`config.mk`:
```
export PLATFORM = sky130hd
export DESIGN_NAME = stack_calculator_alu_flat
export DESIGN_NICKNAME = d
export VERILOG_FILES = /design/src/sca_pkg.sv /design/src/sca_in_if.sv /design/src/sca_out_if.sv /design/src/sca_div.sv /design/src/sca_dpath.sv /design/src/sca_useq.sv /design/src/stack_calculator_alu.sv /design/src/flat_wrapper.sv
export SDC_FILE = /design/constraint.sdc
export NUM_CORES = 2
export LEC_CHECK = 0
export ABC_AREA = 0
export BUFFER_PORTS_ARGS = -buffer_cell sky130_fd_sc_hd__buf_2
export CAP_MARGIN = 20
export CORE_MARGIN = 2
export CORE_UTILIZATION = 46
export DETAILED_ROUTE_END_ITERATION = 12
export HOLD_SLACK_MARGIN = 0.12
export PLACE_DENSITY = 0.66
export SLEW_MARGIN = 25
export SYNTH_ARGS = -nofsm -noshare
export SYNTH_HDL_FRONTEND = slang
export SYNTH_SLANG_ARGS = --single-unit
```
`constraint.sdc`:
```
create_clock -name clk_i -period 20.7 [get_ports clk_i]
set_clock_uncertainty 0.15 [all_clocks]
set_input_delay 1.035 -clock clk_i [delete_from_list [all_inputs] [get_ports clk_i]]
set_output_delay 1.035 -clock clk_i [all_outputs]
set_load 0.05 [all_outputs]
```
`src/sca_pkg.sv`:
```
// Shared types, constants and the microcode table of the stack calculator.
package sca_pkg;

  // Widths fixed by the item format.
  localparam int unsigned DATA_W          = 32;
  localparam int unsigned OPC_W           = 3;
  localparam int unsigned STAT_W          = 2;
  localparam int unsigned DEPTH_W         = 5;
  localparam int unsigned STACK_DEPTH_DEF = 16;

  // Operation codes of an input item.
  localparam logic [OPC_W-1:0] OP_PUSH = 3'd0;
  localparam logic [OPC_W-1:0] OP_ADD  = 3'd1;
  localparam logic [OPC_W-1:0] OP_MUL  = 3'd2;
  localparam logic [OPC_W-1:0] OP_DIV  = 3'd3;
  localparam logic [OPC_W-1:0] OP_SUB  = 3'd4;

  // Status codes of a result item.
  typedef enum logic [STAT_W-1:0] {
    STAT_OK   = 2'd0,
    STAT_FULL = 2'd1,
    STAT_FEW  = 2'd2,
    STAT_DIVZ = 2'd3
  } status_e;

  // Microcode addresses.
  typedef enum logic [3:0] {
    U_FETCH     = 4'd0,
    U_CHK_PUSH  = 4'd1,
    U_CHK_FULL  = 4'd2,
    U_PUSH      = 4'd3,
    U_CHK_OP    = 4'd4,
    U_RD_LEFT   = 4'd5,
    U_LD_LEFT   = 4'd6,
    U_DIV_CHK   = 4'd7,
    U_DIV_WAIT  = 4'd8,
    U_EXEC      = 4'd9,
    U_WRITE     = 4'd10,
    U_OUT_WAIT  = 4'd11,
    U_EMIT      = 4'd12,
    U_ERR_FULL  = 4'd13,
    U_ERR_FEW   = 4'd14,
    U_ERR_DIVZ  = 4'd15
  } step_e;

  // Jump conditions; a taken jump loads the target, otherwise the step counter advances.
  typedef enum logic [3:0] {
    C_NEVER     = 4'd0,
    C_ALWAYS    = 4'd1,
    C_NO_IN     = 4'd2,
    C_NOT_PUSH  = 4'd3,
    C_FULL      = 4'd4,
    C_BAD_OP    = 4'd5,
    C_FEW       = 4'd6,
    C_NOT_DIV   = 4'd7,
    C_BZERO     = 4'd8,
    C_DIV_BUSY  = 4'd9,
    C_OUT_BLOCK = 4'd10
  } cond_e;

  // Datapath controls carried by one microcode word.
  typedef struct packed {
    logic    in_rdy;
    logic    push_wr;
    logic    rd_second;
    logic    ld_a;
    logic    div_start;
    logic    ld_r;
    logic    res_wr;
    logic    set_status;
    status_e status;
    logic    emit;
  } dp_ctrl_t;

  typedef struct packed {
    cond_e    cond;
    step_e    target;
    dp_ctrl_t ctrl;
  } uword_t;

  // Datapath conditions seen by the sequencer.
  typedef struct packed {
    logic in_valid;
    logic not_push;
    logic full;
    logic bad_op;
    logic few;
    logic not_div;
    logic bzero;
    logic div_busy;
    logic out_block;
  } flags_t;

  // Microcode ROM.
  function automatic uword_t ucode(step_e s);
    uword_t w;
    w = '0;
    unique case (s)
      U_FETCH: begin
        w.ctrl.in_rdy = 1'b1;
        w.cond        = C_NO_IN;
        w.target      = U_FETCH;
      end
      U_CHK_PUSH: begin
        w.cond   = C_NOT_PUSH;
        w.target = U_CHK_OP;
      end
      U_CHK_FULL: begin
        w.cond   = C_FULL;
        w.target = U_ERR_FULL;
      end
      U_PUSH: begin
        w.ctrl.push_wr = 1'b1;
        w.cond         = C_ALWAYS;
        w.target       = U_OUT_WAIT;
      end
      U_CHK_OP: begin
        w.cond   = C_BAD_OP;
        w.target = U_OUT_WAIT;
      end
      U_RD_LEFT: begin
        w.ctrl.rd_second = 1'b1;
        w.cond           = C_FEW;
        w.target         = U_ERR_FEW;
      end
      U_LD_LEFT: begin
        w.ctrl.ld_a = 1'b1;
        w.cond      = C_NOT_DIV;
        w.target    = U_EXEC;
      end
      U_DIV_CHK: begin
        w.ctrl.div_start = 1'b1;
        w.cond           = C_BZERO;
        w.target         = U_ERR_DIVZ;
      end
      U_DIV_WAIT: begin
        w.cond   = C_DIV_BUSY;
        w.target = U_DIV_WAIT;
      end
      U_EXEC: begin
        w.ctrl.ld_r = 1'b1;
      end
      U_WRITE: begin
        w.ctrl.res_wr = 1'b1;
      end
      U_OUT_WAIT: begin
        w.cond   = C_OUT_BLOCK;
        w.target = U_OUT_WAIT;
      end
      U_EMIT: begin
        w.ctrl.emit = 1'b1;
        w.cond      = C_ALWAYS;
        w.target    = U_FETCH;
      end
      U_ERR_FULL: begin
        w.ctrl.set_status = 1'b1;
        w.ctrl.status     = STAT_FULL;
        w.cond            = C_ALWAYS;
        w.target          = U_OUT_WAIT;
      end
      U_ERR_FEW: begin
        w.ctrl.set_status = 1'b1;
        w.ctrl.status     = STAT_FEW;
        w.cond            = C_ALWAYS;
        w.target          = U_OUT_WAIT;
      end
      U_ERR_DIVZ: begin
        w.ctrl.set_status = 1'b1;
        w.ctrl.status     = STAT_DIVZ;
        w.cond            = C_ALWAYS;
        w.target          = U_OUT_WAIT;
      end
    endcase
    return w;
  endfunction

endpackage

```
`src/sca_in_if.sv`:
```
// Input channel: one push or operation item per transfer.
interface sca_in_if;
  logic                          valid;
  logic                          ready;
  logic [sca_pkg::OPC_W-1:0]     opcode;
  logic signed [sca_pkg::DATA_W-1:0] push_value;

  modport source (output valid, output opcode, output push_value, input ready);
  modport sink   (input valid, input opcode, input push_value, output ready);
endinterface

```
`src/sca_out_if.sv`:
```
// Output channel: one result item per transfer.
interface sca_out_if;
  logic                              valid;
  logic                              ready;
  logic [sca_pkg::STAT_W-1:0]        status;
  logic [sca_pkg::DEPTH_W-1:0]       depth;
  logic signed [sca_pkg::DATA_W-1:0] top_value;

  modport source (output valid, output status, output depth, output top_value, input ready);
  modport sink   (input valid, input status, input depth, input top_value, output ready);
endinterface

```
`src/sca_div.sv`:
```
// Serial signed divider, one quotient bit per cycle, truncating toward zero.
module sca_div (
  input  logic                        clk_i,
  input  logic                        rst_ni,
  input  logic                        start_i,
  input  logic [sca_pkg::DATA_W-1:0]  dividend_i,
  input  logic [sca_pkg::DATA_W-1:0]  divisor_i,
  output logic                        busy_o,
  output logic [sca_pkg::DATA_W-1:0]  quot_o
);
  import sca_pkg::*;

  localparam int unsigned CNT_W = $clog2(DATA_W + 1);

  logic              busy_q, busy_d;
  logic [CNT_W-1:0]  cnt_q, cnt_d;
  logic [DATA_W-1:0] rem_q, quo_q, dvs_q;
  logic              neg_q;
  logic [DATA_W:0]   rem_sh, diff;

  // Trial subtraction of the divisor from the shifted partial remainder.
  assign rem_sh = {rem_q, quo_q[DATA_W-1]};
  assign diff   = rem_sh - {1'b0, dvs_q};

  // Control: count the quotient bits still to produce.
  always_comb begin
    busy_d = busy_q;
    cnt_d  = cnt_q;
    if (start_i) begin
      busy_d = 1'b1;
      cnt_d  = CNT_W'(DATA_W);
    end else if (busy_q) begin
      cnt_d = cnt_q - CNT_W'(1);
      if (cnt_q == CNT_W'(1)) begin
        busy_d = 1'b0;
      end
    end
  end

  always_ff @(posedge clk_i or negedge rst_ni) begin
    if (!rst_ni) begin
      busy_q <= 1'b0;
      cnt_q  <= '0;
    end else begin
      busy_q <= busy_d;
      cnt_q  <= cnt_d;
    end
  end

  // Operands are held as magnitudes; the sign is applied at the output.
  always_ff @(posedge clk_i) begin
    if (start_i) begin
      quo_q <= dividend_i[DATA_W-1] ? (DATA_W'(0) - dividend_i) : dividend_i;
      dvs_q <= divisor_i[DATA_W-1] ? (DATA_W'(0) - divisor_i) : divisor_i;
      rem_q <= '0;
      neg_q <= dividend_i[DATA_W-1] ^ divisor_i[DATA_W-1];
    end else if (busy_q) begin
      if (!diff[DATA_W]) begin
        rem_q <= diff[DATA_W-1:0];
        quo_q <= {quo_q[DATA_W-2:0], 1'b1};
      end else begin
        rem_q <= rem_sh[DATA_W-1:0];
        quo_q <= {quo_q[DATA_W-2:0], 1'b0};
      end
    end
  end

  assign busy_o = busy_q;
  assign quot_o = neg_q ? (DATA_W'(0) - quo_q) : quo_q;

endmodule

```
`src/sca_dpath.sv`:
```
// Datapath: operand stack memory, operand and result registers, ALU and output register.
module sca_dpath #(
  parameter int unsigned STACK_DEPTH = sca_pkg::STACK_DEPTH_DEF
) (
  input  logic                              clk_i,
  input  logic                              rst_ni,
  input  sca_pkg::dp_ctrl_t                 ctrl_i,
  output sca_pkg::flags_t                   flags_o,
  input  logic                              in_valid_i,
  input  logic [sca_pkg::OPC_W-1:0]         opcode_i,
  input  logic [sca_pkg::DATA_W-1:0]        push_value_i,
  output logic                              out_valid_o,
  input  logic                              out_ready_i,
  output logic [sca_pkg::STAT_W-1:0]        status_o,
  output logic [sca_pkg::DEPTH_W-1:0]       depth_o,
  output logic [sca_pkg::DATA_W-1:0]        top_value_o
);
  import sca_pkg::*;

  localparam int unsigned AW = $clog2(STACK_DEPTH);
  localparam int unsigned CW = $clog2(STACK_DEPTH + 1);

  logic [DATA_W-1:0] mem [STACK_DEPTH];

  logic              accept;
  logic [CW-1:0]     count_q, count_d;
  logic [CW-1:0]     count_m2;
  logic [OPC_W-1:0]  op_q;
  logic [DATA_W-1:0] val_q, top_q, a_q, r_q, rdata_q, alu_res, quot;
  status_e           status_q;
  logic              div_busy;
  logic              out_valid_q;
  logic [STAT_W-1:0] out_status_q;
  logic [DEPTH_W-1:0] out_depth_q;
  logic [DATA_W-1:0] out_top_q;
  logic [AW-1:0]     wr_addr;
  logic [DATA_W-1:0] wr_data;

  assign accept   = in_valid_i & ctrl_i.in_rdy;
  assign count_m2 = count_q - CW'(2);

  // Conditions for the sequencer's jumps.
  always_comb begin
    flags_o.in_valid  = in_valid_i;
    flags_o.not_push  = (op_q != OP_PUSH);
    flags_o.full      = (count_q >= CW'(STACK_DEPTH));
    flags_o.bad_op    = (op_q > OP_SUB);
    flags_o.few       = (count_q < CW'(2));
    flags_o.not_div   = (op_q != OP_DIV);
    flags_o.bzero     = (top_q == '0);
    flags_o.div_busy  = div_busy;
    flags_o.out_block = out_valid_q & ~out_ready_i;
  end

  // Item latch and status.
  always_ff @(posedge clk_i or negedge rst_ni) begin
    if (!rst_ni) begin
      op_q     <= OP_PUSH;
      status_q <= STAT_OK;
    end else if (accept) begin
      op_q     <= opcode_i;
      status_q <= STAT_OK;
    end else if (ctrl_i.set_status) begin
      status_q <= ctrl_i.status;
    end
  end

  always_ff @(posedge clk_i) begin
    if (accept) begin
      val_q <= push_value_i;
    end
  end

  // Entry count.
  always_comb begin
    count_d = count_q;
    if (ctrl_i.push_wr) begin
      count_d = count_q + CW'(1);
    end else if (ctrl_i.res_wr) begin
      count_d = count_q - CW'(1);
    end
  end

  always_ff @(posedge clk_i or negedge rst_ni) begin
    if (!rst_ni) begin
      count_q <= '0;
    end else begin
      count_q <= count_d;
    end
  end

  // Stack memory: one write port, one registered read port for the left operand.
  assign wr_addr = ctrl_i.push_wr ? count_q[AW-1:0] : count_m2[AW-1:0];
  assign wr_data = ctrl_i.push_wr ? val_q : r_q;

  always_ff @(posedge clk_i) begin
    if (ctrl_i.push_wr || ctrl_i.res_wr) begin
      mem[wr_addr] <= wr_data;
    end
    if (ctrl_i.rd_second) begin
      rdata_q <= mem[count_m2[AW-1:0]];
    end
  end

  // The top entry is also kept in a register so it is always at hand.
  always_ff @(posedge clk_i) begin
    if (ctrl_i.push_wr) begin
      top_q <= val_q;
    end else if (ctrl_i.res_wr) begin
      top_q <= r_q;
    end
    if (ctrl_i.ld_a) begin
      a_q <= rdata_q;
    end
    if (ctrl_i.ld_r) begin
      r_q <= alu_res;
    end
  end

  sca_div u_div (
    .clk_i      (clk_i),
    .rst_ni     (rst_ni),
    .start_i    (ctrl_i.div_start),
    .dividend_i (a_q),
    .divisor_i  (top_q),
    .busy_o     (div_busy),
    .quot_o     (quot)
  );

  // ALU: left operand is the second entry, right operand is the top.
  always_comb begin
    unique case (op_q)
      OP_ADD:  alu_res = a_q + top_q;
      OP_MUL:  alu_res = DATA_W'(a_q * top_q);
      OP_DIV:  alu_res = quot;
      default: alu_res = a_q - top_q;
    endcase
  end

  // Output register.
  always_ff @(posedge clk_i or negedge rst_ni) begin
    if (!rst_ni) begin
      out_valid_q <= 1'b0;
    end else if (ctrl_i.emit) begin
      out_valid_q <= 1'b1;
    end else if (out_ready_i) begin
      out_valid_q <= 1'b0;
    end
  end

  always_ff @(posedge clk_i) begin
    if (ctrl_i.emit) begin
      out_status_q <= status_q;
      out_depth_q  <= DEPTH_W'(count_q);
      out_top_q    <= (count_q == '0) ? '0 : top_q;
    end
  end

  assign out_valid_o = out_valid_q;
  assign status_o    = out_status_q;
  assign depth_o     = out_depth_q;
  assign top_value_o = out_top_q;

  // Checks on the stack bookkeeping.
  assert property (@(posedge clk_i) disable iff (!rst_ni) count_q <= CW'(STACK_DEPTH))
    else $error("Entry count beyond the stack depth.");
  assert property (@(posedge clk_i) disable iff (!rst_ni) !(ctrl_i.push_wr && ctrl_i.res_wr))
    else $error("Push and result write in the same cycle.");
  assert property (@(posedge clk_i) disable iff (!rst_ni) ctrl_i.res_wr |-> count_q >= CW'(2))
    else $error("Result written with fewer than two entries.");
  assert property (@(posedge clk_i) disable iff (!rst_ni)
                   ctrl_i.push_wr |-> count_q < CW'(STACK_DEPTH))
    else $error("Push into a full stack.");
  assert property (@(posedge clk_i) disable iff (!rst_ni) ctrl_i.emit |-> !out_valid_q)
    else $error("Result overwrites one not yet transferred.");

endmodule

```
`src/sca_useq.sv`:
```
// Microcode sequencer: step counter, ROM lookup and conditional jumps.
module sca_useq (
  input  logic               clk_i,
  input  logic               rst_ni,
  input  sca_pkg::flags_t    flags_i,
  output sca_pkg::dp_ctrl_t  ctrl_o
);
  import sca_pkg::*;

  step_e  upc_q, upc_d;
  uword_t uw;
  logic   take;

  // Fetch the control word and pick the next step.
  always_comb begin
    uw = ucode(upc_q);
    unique case (uw.cond)
      C_NEVER:     take = 1'b0;
      C_ALWAYS:    take = 1'b1;
      C_NO_IN:     take = ~flags_i.in_valid;
      C_NOT_PUSH:  take = flags_i.not_push;
      C_FULL:      take = flags_i.full;
      C_BAD_OP:    take = flags_i.bad_op;
      C_FEW:       take = flags_i.few;
      C_NOT_DIV:   take = flags_i.not_div;
      C_BZERO:     take = flags_i.bzero;
      C_DIV_BUSY:  take = flags_i.div_busy;
      C_OUT_BLOCK: take = flags_i.out_block;
      default:     take = 1'b0;
    endcase
    upc_d  = take ? uw.target : step_e'(upc_q + 4'd1);
    ctrl_o = uw.ctrl;
  end

  always_ff @(posedge clk_i or negedge rst_ni) begin
    if (!rst_ni) begin
      upc_q <= U_FETCH;
    end else begin
      upc_q <= upc_d;
    end
  end

endmodule

```
`src/stack_calculator_alu.sv`:
```
// Top level of the operand stack calculator.
// Each input transfer is a push, an add, multiply, divide or subtract on the two top entries, or
// an unused opcode that leaves the stack as it is; each produces exactly one result transfer with
// status, depth and top value. Items are worked one at a time by a 16-step microprogram, and a
// new item is taken while the previous result still waits in the output register. A divide waits
// on the serial divider, which makes one quotient bit a cycle.
// Each operation reads its left operand through the stack memory's registered read port.
module stack_calculator_alu #(
  parameter int unsigned STACK_DEPTH = sca_pkg::STACK_DEPTH_DEF
) (
  input  logic      clk_i,
  input  logic      rst_ni,
  sca_in_if.sink    in_i,
  sca_out_if.source out_o
);
  import sca_pkg::*;

  dp_ctrl_t ctrl;
  flags_t   flags;

  sca_useq u_useq (
    .clk_i   (clk_i),
    .rst_ni  (rst_ni),
    .flags_i (flags),
    .ctrl_o  (ctrl)
  );

  sca_dpath #(
    .STACK_DEPTH (STACK_DEPTH)
  ) u_dpath (
    .clk_i        (clk_i),
    .rst_ni       (rst_ni),
    .ctrl_i       (ctrl),
    .flags_o      (flags),
    .in_valid_i   (in_i.valid),
    .opcode_i     (in_i.opcode),
    .push_value_i (in_i.push_value),
    .out_valid_o  (out_o.valid),
    .out_ready_i  (out_o.ready),
    .status_o     (out_o.status),
    .depth_o      (out_o.depth),
    .top_value_o  (out_o.top_value)
  );

  // The sequencer takes an item only in its fetch step.
  assign in_i.ready = ctrl.in_rdy;

endmodule

```
`src/flat_wrapper.sv`:
```
// flat-port wrapper written by rule: the top's interface ports become plain ports
module stack_calculator_alu_flat import sca_pkg::*;
#(
  parameter int unsigned STACK_DEPTH = sca_pkg::STACK_DEPTH_DEF
)
  (clk_i, rst_ni, in_i_valid, in_i_opcode, in_i_push_value, in_i_ready, out_o_valid, out_o_status, out_o_depth, out_o_top_value, out_o_ready);
  sca_in_if in_i_i ();
  sca_out_if out_o_i ();
  input  logic clk_i;
  input  logic rst_ni;
  input wire logic [$bits(in_i_i.valid)-1:0] in_i_valid;
  input wire logic [$bits(in_i_i.opcode)-1:0] in_i_opcode;
  input wire logic [$bits(in_i_i.push_value)-1:0] in_i_push_value;
  output wire logic [$bits(in_i_i.ready)-1:0] in_i_ready;
  output wire logic [$bits(out_o_i.valid)-1:0] out_o_valid;
  output wire logic [$bits(out_o_i.status)-1:0] out_o_status;
  output wire logic [$bits(out_o_i.depth)-1:0] out_o_depth;
  output wire logic [$bits(out_o_i.top_value)-1:0] out_o_top_value;
  input wire logic [$bits(out_o_i.ready)-1:0] out_o_ready;
  assign in_i_i.valid = in_i_valid;
  assign in_i_i.opcode = in_i_opcode;
  assign in_i_i.push_value = in_i_push_value;
  assign in_i_ready = in_i_i.ready;
  assign out_o_valid = out_o_i.valid;
  assign out_o_status = out_o_i.status;
  assign out_o_depth = out_o_i.depth;
  assign out_o_top_value = out_o_i.top_value;
  assign out_o_i.ready = out_o_ready;
  stack_calculator_alu #(.STACK_DEPTH(STACK_DEPTH)) u_core (.clk_i(clk_i), .rst_ni(rst_ni), .in_i(in_i_i), .out_o(out_o_i));
endmodule
```
Word-level counts from Yosys, hierarchy flattened
Memory sizes are Yosys's and may differ from the RTL's. A register that Yosys moved wholly into a read port is not among the register bits.
Index checks and enable logic that the tools add are counted.

cells by class
  add/subtract/negate cells = 11
  multiply operators = 1
  order comparisons = 3
  equal/unequal tests = 30
  mux-type cells = 37
  bitwise logic cells = 5
  reductions and logical operators = 10

operator list
  operator                                             number
  two-way mux 32 bit                                   8
  one-hot mux 32 bit (3 select lines)                  1
  subtractor 1 x 32 -> 32 bit, first input constant    3
  one-hot mux 8 bit (11 select lines)                  1
  equality test 4 bit, second input constant           11
  subtractor 33 x 32 -> 33 bit                         1
  adder 32 bit                                         1
  equality test 4 x 3 -> 1 bit, second input constant  8
  logical NOT 32 bit                                   1
  multiplier 32 x 32 -> 32 bit                         1
  subtractor 32 bit                                    1
  two-way mux 31 bit                                   1
  equality test 4 x 2 -> 1 bit, second input constant  4
  two-way mux 1 bit                                    16
  two-way mux 6 bit                                    2
  two-way mux 5 bit                                    2
  one-hot mux 1 bit (10 select lines)                  1
  one-hot mux 3 bit (3 select lines)                   1
  equality test 4 x 1 -> 1 bit, second input constant  2
  two-way mux 4 bit                                    2
  nonzero test 2 bit                                   4
  equality test 3 x 2 -> 1 bit, second input constant  2
  equality test 6 x 1 -> 1 bit, second input constant  1
  subtractor 6 x 1 -> 6 bit, second input constant     1
  other kinds (18)                                     21

storage, ports and cells
  register bits = 286
  RAM bits = 512
  input bits = 39
  output and inout bits = 41
  logic and storage cells = 117
  memories kept = 1

memories
  name                words  bits a word  rd ports  clocked after Yosys merged registers in  write ports  RTL line         text
  u_core.u_dpath.mem  16     32           1         1                                        1            sca_dpath.sv:23  logic [DATA_W-1:0] mem [STACK_DEPTH];

Logic depth before layout (Yosys ltp)
  word-level depth = 6
  depth in mapped cells = 28
  depth with buffers taken out = 26

By module
From an unflattened synthesis, not the netlist that was laid out.

second synthesis, totals
  cells, all modules = 4,320
  area total of the unflattened synthesis = 53,936.7 um^2

modules (own cells, without submodules)
  module     instances  cells an instance  area each (um^2)  sequential area each (um^2)
  sca_dpath  1          3,269              45,195.8          21,625.7
  sca_div    1          949                8,002.7           2,767.7
  sca_useq   1          102                738.2             100.1

Worst setup path after synthesis
OpenSTA, ideal clock, no wires.

  path type = reg-to-reg
  start = register u_core.u_dpath.a_q[13]
  end = register u_core.u_dpath.r_q[30], data pin
  library setup time = 0.267 ns
  arrival time = 6.967 ns
  required time = 20.283 ns
  path slack = 13.316 ns
  stages on the path, launching flop included = 23
  path buffers = 2
  clock period less this slack = 7.384 ns
  cell sequence = edfxtp_1 -> clkbuf_1 -> clkbuf_1 -> and2_1 -> fa_1 -> fa_1 -> fa_1 -> inv_1 -> fa_1 -> inv_1 -> fa_1 -> fa_1 -> fa_1 -> fa_1 -> ha_1 -> a21oi_1 -> or3b_2 -> o21ai_0 -> o21ai_0 -> o41ai_1 -> o21ai_0 -> o21ai_0 -> o22ai_1

on the way
  word-level cells in the longest chain between the ends = 2
  elaborated cells between the ends (all ways) = 4
  classes of those cells = add/sub (2); mul (1); mux (1)

RTL lines
  item                                                  RTL line          text
  start, declared                                       sca_dpath.sv:29   logic [DATA_W-1:0] val_q, top_q, a_q, r_q, rdata_q, alu_res, quot;
  start signal, assigned                                sca_dpath.sv:113  a_q <= rdata_q;
  multiplier 32 x 32 -> 32 bit (tied with other cells)  sca_dpath.sv:134  OP_MUL: alu_res = DATA_W'(a_q * top_q);
  one-hot mux 32 bit (3 select lines) *                 sca_dpath.sv:132  unique case (op_q)
  named net u_core.u_dpath.alu_res[30]                  sca_dpath.sv:29
  end signal, assigned                                  sca_dpath.sv:116  r_q <= alu_res;
  end, declared                                         sca_dpath.sv:29

The timed path passes the listed nets; every way through them passes the cells marked *.
A chain may end at the register's enable or synchronous reset.

Worst setup path after layout
  start = register u_core.u_dpath.a_q[15]
  end = register u_core.u_dpath.r_q[28], data pin

Same word-level chain as after synthesis.

==> run metrics <==
TritonCTS Buffers=89; clock slew at reported path FFs=0.06 ns; final HPWL from detailed placement=90.7 mm; vias in the first global route=34,200; max-cap viol count=0; fin cells=5,853; layout cells sized above 1=11.7%; critical path data arrival time=8.42 ns; drt drc=0; worst relative slew slack=23.1%; unrepaired setup endpoints after global routing=false; largest net degree at the start of global routing=64; io pins=80; total number of yosys warnings=0; drt wl/cell=23.6 um; minimum clock period=8.20 ns; # setup viols final=0; Initial DRC Count=3,060; Initial DRT Pass Iterations=6; DR vias/cell=5.70; std cell rows=124; initial antenna violation count=4; die area=118,000 um^2; Largest register FFs=512; Final ANT Viol Nets=0; Inst Count DP=5,685; Post-Syn Area per Cell=12.5 um^2; Synth Register Bits=830; Setup Fix Bufs, Post-CTS=0; CTS Sinks=830; Largest stage delay, worst path=1.01 ns; Hold WC Path Type=input pin to async pin; share of the synthesized area in the top cell type=43.9%; Core ar.=114,000 um^2; Post-synth EDFFs=776; critical path launch point type=register; nets@finish=4,917; Reg with most FFs=u_core.u_dpath.mem; total grt overflow=0; status=completed; Initial Util=46.4%; clock buffer depth=3; WP data required=20.92 ns; Routed WL=138 mm; Worst Max-Slew Pin Slew=1.15 ns; Overall Global Routing Usage=23.9%; Die Width=344 um; Net Count, Synth=4,902; final hold slack=0.212 ns; Synth cell types=74; final hold vios=0; CP Cell Sequence=and2_1, fa_1, inv_1, fa_1, fa_1, fa_1, inv_1, fa_1, inv_1, fa_1, inv_1, fa_1, fa_1, ha_1, a21oi_1, or3b_2, o21ai_0, o21ai_0, o41ai_1, xnor2_1, o211ai_1; Fin Setup TNS=0 ns; ys async rst share=2.65%; GP Congestion=0.952; Final period util=39.6%; Cells after Synth=4,249; Fmax=0.122 GHz; Area Growth Syn to Fin=9.90%; area leader, netlist=edfxtp_1; first-pass GRT wire length=211 mm; clock root buffer=clkbuf_16; H-tree Lvls=3; critical path capture point type=register; max-slew violation count=0; most used cell, CP=fa_1; routed vias=33,400; height of the die=344 um; Main synth FF type=edfxtp_1; cell area after synthesis=53,100 um^2; clk_lat worst skew=0.69 ns; Gates resized, CTS repair=0; crit path kind=register to register; Hold-fix buffers, CTS=0; Slowest-stage cell, CP=edfxtp_1; # port buffers=79; CTS tree=done; ranking of synthesized cells by area=edfxtp_1 (44%), fa_1 (15%), mux4_2 (6.8%); worst-path fanout max=22; register area share after synthesis=46.1%
-- placed cells by master (no fill, tap or decap), types with 90 or more instances in the layout --
cell	n
fa_1	411
nand2_1	491
a21oi_1	116
ha_1	202
xor2_1	97
o21ai_0	172
xnor2_1	164
edfxtp_1	776
and2_1	313
mux4_2	160
clkbuf_16	90
inv_1	452
-- synthesized netlist by cell type (all sizes together), types with 27 or more instances --
cell type and n:
o31ai 29, o21ai 174, xnor2 165, ha 203, mux4 160, dfxtp 32
a21oi 116, a21o 40, xor2 99, nor2 92, inv 453, clkbuf 214
mux2i 32, fa 411, nand3 27, and2 315, edfxtp 776, nand2 492
nor2b 58
-- cells by family after synthesis --
| kind of cell | count (synthesis) | share of synthesized area (%) |
|---|---|---|
| AND/OR/NAND/NOR | 1132 | 10.6 |
| flip-flops | 830 | 46.1 |
| buffers and inverters | 694 | 4.94 |
| adder cells (fa/ha/maj) | 614 | 20.3 |
| AO/OA/AOI/OAI | 515 | 6.06 |
| XOR/XNOR | 264 | 4.40 |
| multiplexers | 200 | 7.56 |
-- stage by stage --
stage          instance area (um^2)  worst slack, ns  util [%]
6_report                      58400            12.50      51.0
5_1_grt                       58300            12.21      51.0
4_1_cts                       58300            12.64      51.0
3_5_place_dp                  55300            12.60      48.4
3_3_place_gp                  55300            12.78      48.3
2_1_floorplan                 53100            13.32         -
-- layer usage --
| metal | global-route usage [%] | vias up | routed length, um |
|---|---|---|---|
| met5 | 0 | - | 13 |
| li1 | - | 14700 | - |
| met1 | 33.1 | 17100 | 57400 |
| met4 | 7.21 | 2 | 4260 |
| met3 | 3.91 | 237 | 10700 |
| met2 | 38.9 | 1358 | 65600 |
-- worst max-delay path, delay by kind of cell, from the launching register on --
kind / cells / cell delay (ns)
fa+ha+maj: 9 / 4.14
compound gates: 5 / 1.43
flops: 1 / 1.01
simple gates: 2 / 0.73
buf+inv: 4 / 0.25
xor+xnor: 1 / 0.22
-- final timing paths --
check	from	to	slack [ns]	cells after the start
setup / recovery	u_core.u_dpath.a_q[15]$_DFFE_PP_	u_core.u_dpath.r_q[28]$_DFFE_PN_	12.50	21
hold / removal	rst_ni	u_core.u_dpath.count_q[0]$_DFFE_PN0P_	0.21	1
setup reg to reg	u_core.u_dpath.a_q[15]$_DFFE_PP_	u_core.u_dpath.r_q[28]$_DFFE_PN_	12.50	21
hold reg to reg	u_core.u_dpath.rdata_q[23]$_DFFE_PP_	u_core.u_dpath.a_q[23]$_DFFE_PP_	0.27	0
max in group asynchronous	rst_ni	u_core.u_dpath.count_q[1]$_DFFE_PN0P_	19.74	1
min in group clk_i	u_core.u_dpath.rdata_q[23]$_DFFE_PP_	u_core.u_dpath.a_q[23]$_DFFE_PP_	0.27	0
-- layout make-up --
type,count,area (um^2)
Multi-Input combinational cell,2725,26200
Timing Repair Buffer,163,1070
Clock buffer,108,2330
Inverter,455,1710
Tap cell,1512,1890
Fill cell,9649,56000
Sequential cell,830,24500
Clock inverter,59,687
Antenna cell,1,2.50
Power is not shown: default switching activity piles up to over one toggle a cycle in this logic, so the estimate is an artifact.
